$ cat config.mk
export PLATFORM = sky130hd
export DESIGN_NAME = xml_entity_decoder
export DESIGN_NICKNAME = d
export VERILOG_FILES = /design/src/sv/xed_pkg.sv /design/src/sv/xed_front.sv /design/src/sv/xed_fifo.sv /design/src/sv/xed_back.sv /design/src/sv/xml_entity_decoder.sv
export SDC_FILE = /design/constraint.sdc
export NUM_CORES = 1
export LEC_CHECK = 0
export ABC_AREA = 1
export BUFFER_PORTS_ARGS = -buffer_cell sky130_fd_sc_hd__buf_2
export CELL_PAD_IN_SITES_DETAIL_PLACEMENT = 1
export CELL_PAD_IN_SITES_GLOBAL_PLACEMENT = 1
export CORE_UTILIZATION = 40
export DETAILED_ROUTE_END_ITERATION = 8
export GPL_TIMING_DRIVEN = 0
export PLACE_DENSITY_LB_ADDON = 0.1
export RECOVER_POWER = 50
export SLEW_MARGIN = 20
export SYNTH_ARGS = -nofsm -noshare
export SYNTH_HDL_FRONTEND = slang
export SYNTH_SLANG_ARGS = --single-unit
$ cat constraint.sdc
create_clock -name i_clk -period 7.65 [get_ports i_clk]
set_input_delay 1.1475 -clock i_clk [delete_from_list [all_inputs] [get_ports i_clk]]
set_output_delay 1.1475 -clock i_clk [all_outputs]
set_load 0.005 [all_outputs]
$ cat src/sv/xed_pkg.sv
// ----------------------------------------------------------------------------
// XML entity decoder package
// Shared constants, entity tables and the command type between front and back.
// ----------------------------------------------------------------------------
package xed_pkg;

    localparam int EntCount  = 5;
    localparam int EntMaxLen = 6;
    localparam int HoldDepth = 5;
    localparam int CntW      = 3;
    localparam int QDepth    = 4;
    localparam int QPtrW     = 2;
    localparam int QCntW     = 3;

    localparam logic [7:0] ChAmp  = 8'h26;
    localparam logic [7:0] ChCr   = 8'h0D;
    localparam logic [7:0] ChTerm = 8'h00;

    // Entity spellings, padded with zeros past their length.
    localparam logic [7:0] EntChars [EntCount][EntMaxLen] = '{
        '{"&", "g", "t", ";", 8'h00, 8'h00},
        '{"&", "l", "t", ";", 8'h00, 8'h00},
        '{"&", "q", "u", "o", "t", ";"},
        '{"&", "a", "p", "o", "s", ";"},
        '{"&", "a", "m", "p", ";", 8'h00}
    };

    localparam logic [CntW-1:0] EntLen [EntCount] = '{3'd4, 3'd4, 3'd6, 3'd6, 3'd5};

    localparam logic [7:0] EntRepl [EntCount] = '{8'h3E, 8'h3C, 8'h22, 8'h27, 8'h26};

    // One queued command: flush held_cnt held bytes, then optionally one byte,
    // then optionally the terminator.
    typedef struct packed {
        logic [HoldDepth-1:0][7:0] held;
        logic [CntW-1:0]           held_cnt;
        logic                      emit_en;
        logic [7:0]                emit_byte;
        logic                      term;
    } t_cmd;

endpackage

$ cat src/sv/xed_front.sv
// ----------------------------------------------------------------------------
// XML entity decoder front end
// Matches each input byte against the entity table and issues at most one command.
// ----------------------------------------------------------------------------
module xed_front (
    input  logic          i_clk,
    input  logic          i_rst_n,
    input  logic          i_valid,
    input  logic [7:0]    i_byte,
    input  logic          i_final,
    input  logic          i_q_full,
    output logic          o_ready,
    output logic          o_push,
    output xed_pkg::t_cmd o_cmd
);

    logic [7:0]                   r_held [xed_pkg::HoldDepth];
    logic [xed_pkg::CntW-1:0]     r_cnt;
    logic [xed_pkg::EntCount-1:0] r_alive;

    logic [xed_pkg::CntW-1:0]     n_cnt;
    logic [xed_pkg::EntCount-1:0] n_alive;

    logic [xed_pkg::CntW-1:0]     cl;
    logic [xed_pkg::EntCount-1:0] match;
    logic [xed_pkg::EntCount-1:0] len_eq;
    logic                         full_hit;
    logic                         prefix_hit;
    logic [7:0]                   repl;
    logic                         wr_en;
    logic [xed_pkg::CntW-1:0]     wr_idx;
    logic                         accept;
    xed_pkg::t_cmd                cmd;

    assign o_ready = !i_q_full;
    assign accept  = i_valid && o_ready;
    assign cl      = r_cnt + xed_pkg::CntW'(1);

    always_comb begin
        repl = 8'h00;
        for (int k = 0; k < xed_pkg::EntCount; k++) begin
            len_eq[k] = (cl == xed_pkg::EntLen[k]);
            match[k]  = r_alive[k] && (cl <= xed_pkg::EntLen[k]) &&
                        (xed_pkg::EntChars[k][r_cnt] == i_byte);
            if (match[k] && len_eq[k]) begin
                repl = xed_pkg::EntRepl[k];
            end
        end
        full_hit   = |(match & len_eq);
        prefix_hit = |(match & ~len_eq);
    end

    always_comb begin
        for (int i = 0; i < xed_pkg::HoldDepth; i++) begin
            cmd.held[i] = r_held[i];
        end
        cmd.held_cnt  = '0;
        cmd.emit_en   = 1'b0;
        cmd.emit_byte = i_byte;
        cmd.term      = i_final;
        n_cnt         = '0;
        n_alive       = r_alive;
        wr_en         = 1'b0;
        wr_idx        = '0;

        if (r_cnt != '0 && full_hit) begin
            cmd.emit_en   = 1'b1;
            cmd.emit_byte = repl;
        end else if (r_cnt != '0 && prefix_hit &&
                     r_cnt < xed_pkg::CntW'(xed_pkg::HoldDepth)) begin
            if (i_final) begin
                // The partial entity ends with the text: flush it all.
                cmd.held_cnt = r_cnt;
                cmd.emit_en  = 1'b1;
            end else begin
                wr_en   = 1'b1;
                wr_idx  = r_cnt;
                n_cnt   = cl;
                n_alive = match & ~len_eq;
            end
        end else begin
            // Mismatch (or nothing held): flush, then treat the byte afresh.
            cmd.held_cnt = r_cnt;
            if (i_byte == xed_pkg::ChAmp) begin
                if (i_final) begin
                    cmd.emit_en = 1'b1;
                end else begin
                    wr_en   = 1'b1;
                    n_cnt   = xed_pkg::CntW'(1);
                    n_alive = '1;
                end
            end else if (i_byte != xed_pkg::ChCr) begin
                cmd.emit_en = 1'b1;
            end
        end
    end

    assign o_cmd  = cmd;
    assign o_push = accept && (cmd.held_cnt != '0 || cmd.emit_en || cmd.term);

    always_ff @(posedge i_clk) begin
        if (!i_rst_n) begin
            r_cnt   <= '0;
            r_alive <= '0;
        end else if (accept) begin
            r_cnt   <= n_cnt;
            r_alive <= n_alive;
        end
    end

    always_ff @(posedge i_clk) begin
        if (accept && wr_en) begin
            r_held[wr_idx] <= i_byte;
        end
    end

endmodule

$ cat src/sv/xed_fifo.sv
// ----------------------------------------------------------------------------
// XML entity decoder command queue
// Short first-in first-out queue of commands between front and back end.
// ----------------------------------------------------------------------------
module xed_fifo (
    input  logic          i_clk,
    input  logic          i_rst_n,
    input  logic          i_push,
    input  xed_pkg::t_cmd i_cmd,
    input  logic          i_pop,
    output xed_pkg::t_cmd o_cmd,
    output logic          o_full,
    output logic          o_empty
);

    xed_pkg::t_cmd             r_mem [xed_pkg::QDepth];
    logic [xed_pkg::QPtrW-1:0] r_wr;
    logic [xed_pkg::QPtrW-1:0] r_rd;
    logic [xed_pkg::QCntW-1:0] r_count;

    logic do_pop;

    assign o_full  = (r_count == xed_pkg::QCntW'(xed_pkg::QDepth));
    assign o_empty = (r_count == '0);
    assign o_cmd   = r_mem[r_rd];
    assign do_pop  = i_pop && !o_empty;

    always_ff @(posedge i_clk) begin
        if (!i_rst_n) begin
            r_wr    <= '0;
            r_rd    <= '0;
            r_count <= '0;
        end else begin
            if (i_push) begin
                r_wr <= r_wr + xed_pkg::QPtrW'(1);
            end
            if (do_pop) begin
                r_rd <= r_rd + xed_pkg::QPtrW'(1);
            end
            if (i_push && !do_pop) begin
                r_count <= r_count + xed_pkg::QCntW'(1);
            end else if (!i_push && do_pop) begin
                r_count <= r_count - xed_pkg::QCntW'(1);
            end
        end
    end

    always_ff @(posedge i_clk) begin
        if (i_push) begin
            r_mem[r_wr] <= i_cmd;
        end
    end

endmodule

$ cat src/sv/xed_back.sv
// ----------------------------------------------------------------------------
// XML entity decoder back end
// Expands each command into registered output bytes, one per cycle unless stalled.
// ----------------------------------------------------------------------------
module xed_back (
    input  logic          i_clk,
    input  logic          i_rst_n,
    input  xed_pkg::t_cmd i_cmd,
    input  logic          i_empty,
    output logic          o_pop,
    output logic          o_valid,
    input  logic          i_ready,
    output logic [7:0]    o_byte,
    output logic          o_last
);

    logic [xed_pkg::CntW-1:0] r_pos;
    logic                     r_valid;
    logic [7:0]               r_byte;
    logic                     r_last;

    logic [xed_pkg::CntW-1:0] n_items;
    logic                     load_ok;
    logic                     step;
    logic                     at_end;
    logic [7:0]               sel_byte;
    logic                     sel_last;

    assign n_items = i_cmd.held_cnt + xed_pkg::CntW'(i_cmd.emit_en) +
                     xed_pkg::CntW'(i_cmd.term);
    assign load_ok = !r_valid || i_ready;
    assign step    = !i_empty && load_ok;
    assign at_end  = (r_pos == n_items - xed_pkg::CntW'(1));
    assign o_pop   = step && at_end;

    always_comb begin
        sel_byte = xed_pkg::ChTerm;
        sel_last = 1'b0;
        if (r_pos < i_cmd.held_cnt) begin
            sel_byte = i_cmd.held[r_pos];
        end else if (r_pos == i_cmd.held_cnt && i_cmd.emit_en) begin
            sel_byte = i_cmd.emit_byte;
        end else begin
            sel_last = 1'b1;
        end
    end

    always_ff @(posedge i_clk) begin
        if (!i_rst_n) begin
            r_pos   <= '0;
            r_valid <= 1'b0;
        end else begin
            if (step) begin
                r_valid <= 1'b1;
                r_pos   <= at_end ? '0 : r_pos + xed_pkg::CntW'(1);
            end else if (i_ready) begin
                r_valid <= 1'b0;
            end
        end
    end

    always_ff @(posedge i_clk) begin
        if (step) begin
            r_byte <= sel_byte;
            r_last <= sel_last;
        end
    end

    assign o_valid = r_valid;
    assign o_byte  = r_byte;
    assign o_last  = r_last;

endmodule

$ cat src/sv/xml_entity_decoder.sv
// ----------------------------------------------------------------------------
// XML entity decoder
// Replaces &gt; &lt; &quot; &apos; &amp; by their characters and drops CR.
// ----------------------------------------------------------------------------
// Path: an input transfer's command enters the command queue; the back end then
// registers its results. Throughput: one input byte per cycle while the queue
// is not full; each result of an input byte takes one back-end output transfer,
// and the four-entry command queue absorbs the bursts after mismatches.
// Reset: synchronous, active low; clears the held count, the queue and the
// output valid. No clearing pass is needed.
// ----------------------------------------------------------------------------
module xml_entity_decoder (
    input  logic       i_clk,
    input  logic       i_rst_n,
    input  logic       s_axis_tvalid,
    output logic       s_axis_tready,
    input  logic [7:0] s_axis_tdata,   // [7:0] text_byte
    input  logic       s_axis_tlast,   // final_byte
    output logic       m_axis_tvalid,
    input  logic       m_axis_tready,
    output logic [7:0] m_axis_tdata,   // [7:0] decoded_byte
    output logic       m_axis_tlast    // last
);

    // The front end tracks which entities the held bytes still match and turns
    // every byte into at most one command; commands that produce nothing
    // (a held entity byte or a dropped carriage return) are not queued at all.
    xed_pkg::t_cmd front_cmd;
    xed_pkg::t_cmd head_cmd;
    logic          push;
    logic          pop;
    logic          q_full;
    logic          q_empty;

    xed_front u_front (
        .i_clk    (i_clk),
        .i_rst_n  (i_rst_n),
        .i_valid  (s_axis_tvalid),
        .i_byte   (s_axis_tdata),
        .i_final  (s_axis_tlast),
        .i_q_full (q_full),
        .o_ready  (s_axis_tready),
        .o_push   (push),
        .o_cmd    (front_cmd)
    );

    // The queue decouples the two sides so the input keeps moving while the
    // back end drains a flush of held bytes.
    xed_fifo u_fifo (
        .i_clk   (i_clk),
        .i_rst_n (i_rst_n),
        .i_push  (push),
        .i_cmd   (front_cmd),
        .i_pop   (pop),
        .o_cmd   (head_cmd),
        .o_full  (q_full),
        .o_empty (q_empty)
    );

    // The back end walks the head command: held bytes, then the single byte,
    // then the terminator, each into the output register.
    xed_back u_back (
        .i_clk   (i_clk),
        .i_rst_n (i_rst_n),
        .i_cmd   (head_cmd),
        .i_empty (q_empty),
        .o_pop   (pop),
        .o_valid (m_axis_tvalid),
        .i_ready (m_axis_tready),
        .o_byte  (m_axis_tdata),
        .o_last  (m_axis_tlast)
    );

endmodule
==> qor.yml <==
status: "finished, final reports clean"
period_minus_slack_ns: 5.81
ys_ff_latch: 282
timing.hold.ws_ns: 0.476
die_w_um: 175
critical-path-top-delay-family: "buffers and inverters"
max_freq_mhz: 172
netlist_area_um2: 12000
dp.final_hpwl_mm: 24.6
grt_overflow: 0
grt_util_met3: 0.0420
globalRouteTotalUtil: 0.237
syn_inst: 1049
slew_headroom: 0.242
drtPass1Iterations: 5
htreeDepth: 1
yosys-top-cells-count: "edfxtp_1 (261), nor2_1 (157), nand2_1 (153)"
busiest_layer: "met2"
dieArea_um2: 30700
pwr_density_cell_nw_per_um2: 314
arrival_ns: 6.26
synth_edf_count: 261
syn_avg_cell_area_um2: 11.4
seq_area_frac_synth: 0.689
use_met2: 0.379
worst-path-buf-inv: 8
pin_count: 24
cp-start-kind: "register"
fillCellCount: 3130
crit_path_end_kind: "register"
syn_to_final_growth_pct: 14.7
wire_per_inst_um: 23.4
grt_pass1_vias: 8433
rows: 63
nNetsFinal: 1149
gp_congestion: 0.816
dpl_cell_area_um2: 12900
clkSinkCount: 282
synth_ff_type: "edfxtp_1"
crit_type: "reg2reg"
yosys-top-cells-area: "edfxtp_1 (65%), nor2_1 (4.9%), o21ai_0 (4.8%)"
antenna_found_initial: 3
vias: 8350
async_flop_share: 0
setup_violations: 0
max_slew.worst_pin.slew_ns: 1.13
start_util: 0.406
yosys.area.top_type: "edfxtp_1"
cp.required_ns: 8.09
clockRootBuffer: "clkbuf_16"
p_leak_nw: 4.89
syn_nets: 1083
synth_top_area_share: 0.654
path_clk_slew_ns: 0.06
report.final.slew_viol_count: 0
cts_buffer_depth: 3
yosys.cell_count.top_type: "edfxtp_1"
design.core.area_um2: 29600
insertion_delay_ns: 0.57
clock_skew_ns: 0.0122
drive_gt1_frac: 0.0641
final_area_um2: 13800
tns_ns: 0
drt_iter0_drc: 624
cts_resized: 0
crit_chain: "clkbuf_1, inv_1, clkbuf_1, clkbuf_1, clkbuf_1, nand2_1, a32oi_1, inv_1, ha_1, inv_1, ha_1, fa_1, xor2_1, xor2_1, nand4_1, ha_1, inv_1, fa_1, o21ai_0, a21oi_1"
cts_setup_buffers: 0
path_max_fanout: 10
finalHoldViolCount: 0
wirelength_mm: 35.7
drc_errors: 0
portBuffers: 23
final_core_util: 0.465
grt_max_degree: 22
ys_types: 34
hold_buffers: 0
ys_warn_count: 0
cap_violations: 0
ant_nets: 0
finalCritPeriodShare: 0.760
grt_pass1_wl_mm: 53.0
fp.dieH_um: 175
cts_tree: "done"
multiInputGateArea_um2: 3270
met1_usage: 0.336
slowest_delay_ns: 0.68
cts_buffers: 31
min_path_type: "reg2reg"
viasPerCell: 5.46
rsz0062_at_grt: "false"
ff_latch_area_um2: 8260
irDropWorstVdd_mv: 0.192
critPathSlowestCell: "clkbuf_1"
[flip-flops by register name, summed over array words and instances (netlist names), named ones only]
signal,flops
u_fifo.r_count,3
u_back.o_last,1
u_front.r_alive,5
u_back.o_byte,8
u_front.r_cnt,3
u_fifo.r_rd,2
u_fifo.r_mem,212
u_back.r_pos,3
u_fifo.r_wr,2
u_front.r_held,40
u_back.o_valid,1
[where the power goes]
group          internal [mW]  switching (mW)
logic                  0.286           0.731
registers               1.86          0.0374
clock network          0.822           0.583
total                   2.96            1.35
[cell usage in the layout, fill, tap and decap left out, types with 2 or more instances in the layout]
cell and instances:
a21oi_1 33, clkbuf_1 72, xnor2_1 2, nor3_1 5
o211ai_1 8, nor2_2 3, a32o_1 2, nor2_4 4
clkinv_2 6, dfxtp_1 21, nand3_1 54, o22ai_1 24
fa_1 2, o21ai_0 120, nor2_1 153, nand2_1 156
inv_2 4, nand4_1 13, xor2_1 5, buf_16 4
edfxtp_1 261, a211oi_1 2, buf_2 11, clkbuf_16 31
inv_1 67, o221ai_1 25, o22a_1 2, clkinv_1 6
ha_1 19, a31oi_1 10, buf_12 5, bufinv_16 2
[per-stage QoR]
step	power [mW]	setup slack, ns	instances
3_5_place_dp	2.96	1.81	1472
3_3_place_gp	2.91	-0.925	1462
6_report	4.32	1.84	1529
4_1_cts	4.36	1.77	1528
5_1_grt	4.50	1.36	1528
2_1_floorplan	2.50	2.35	1049
[per-layer routing]
metal | share of wire | vias up | wire length (um)
met2 | 0.46 | 236 | 16500
met1 | 0.46 | 4162 | 16400
li1 | - | 3903 | -
met5 | 0.00036 | - | 13
met3 | 0.060 | 47 | 2160
met4 | 0.017 | 2 | 607
[kinds of logic after synthesis]
kind of cell,Yosys count,synth area share
AO/OA/AOI/OAI,229,0.112
XOR/XNOR,7,0.00511
adder cells (fa/ha/maj),21,0.0232
buffers and inverters,122,0.0386
flip-flops,282,0.689
AND/OR/NAND/NOR,388,0.133
[layout make-up]
type	count	area share
antenna	1	0.000182
buffer	49	0.0137
clock buffer	43	0.0604
clock inverter	13	0.00910
inverter	73	0.0199
multi-input combinational	645	0.238
sequential	282	0.600
tap	390	0.0355
timing repair buffer	33	0.0226
[worst reg2reg max path: stages, from the launching register on]
cell,delay (ns)
dfxtp_1,0.30
clkbuf_1,0.19
inv_1,0.29
clkbuf_1,0.39
clkbuf_1,0.68
clkbuf_1,0.50
nand2_1,0.10
a32oi_1,0.37
inv_1,0.09
ha_1,0.29
inv_1,0.04
ha_1,0.20
fa_1,0.42
xor2_1,0.19
xor2_1,0.17
nand4_1,0.35
ha_1,0.35
inv_1,0.11
fa_1,0.41
o21ai_0,0.19
a21oi_1,0.06
[final timing paths]
check | startpoint | end | depth (start not counted) | slack [ns]
max | register | u_fifo.r_count[1] | 20 | 1.84
min | u_fifo.r_rd[1] | u_fifo.r_rd[1] | 2 | 0.48
max reg2reg | register | u_fifo.r_count[1] | 20 | 1.84
min reg2reg | u_fifo.r_rd[1] | u_fifo.r_rd[1] | 2 | 0.48
Power figures use the tool's default switching activity.
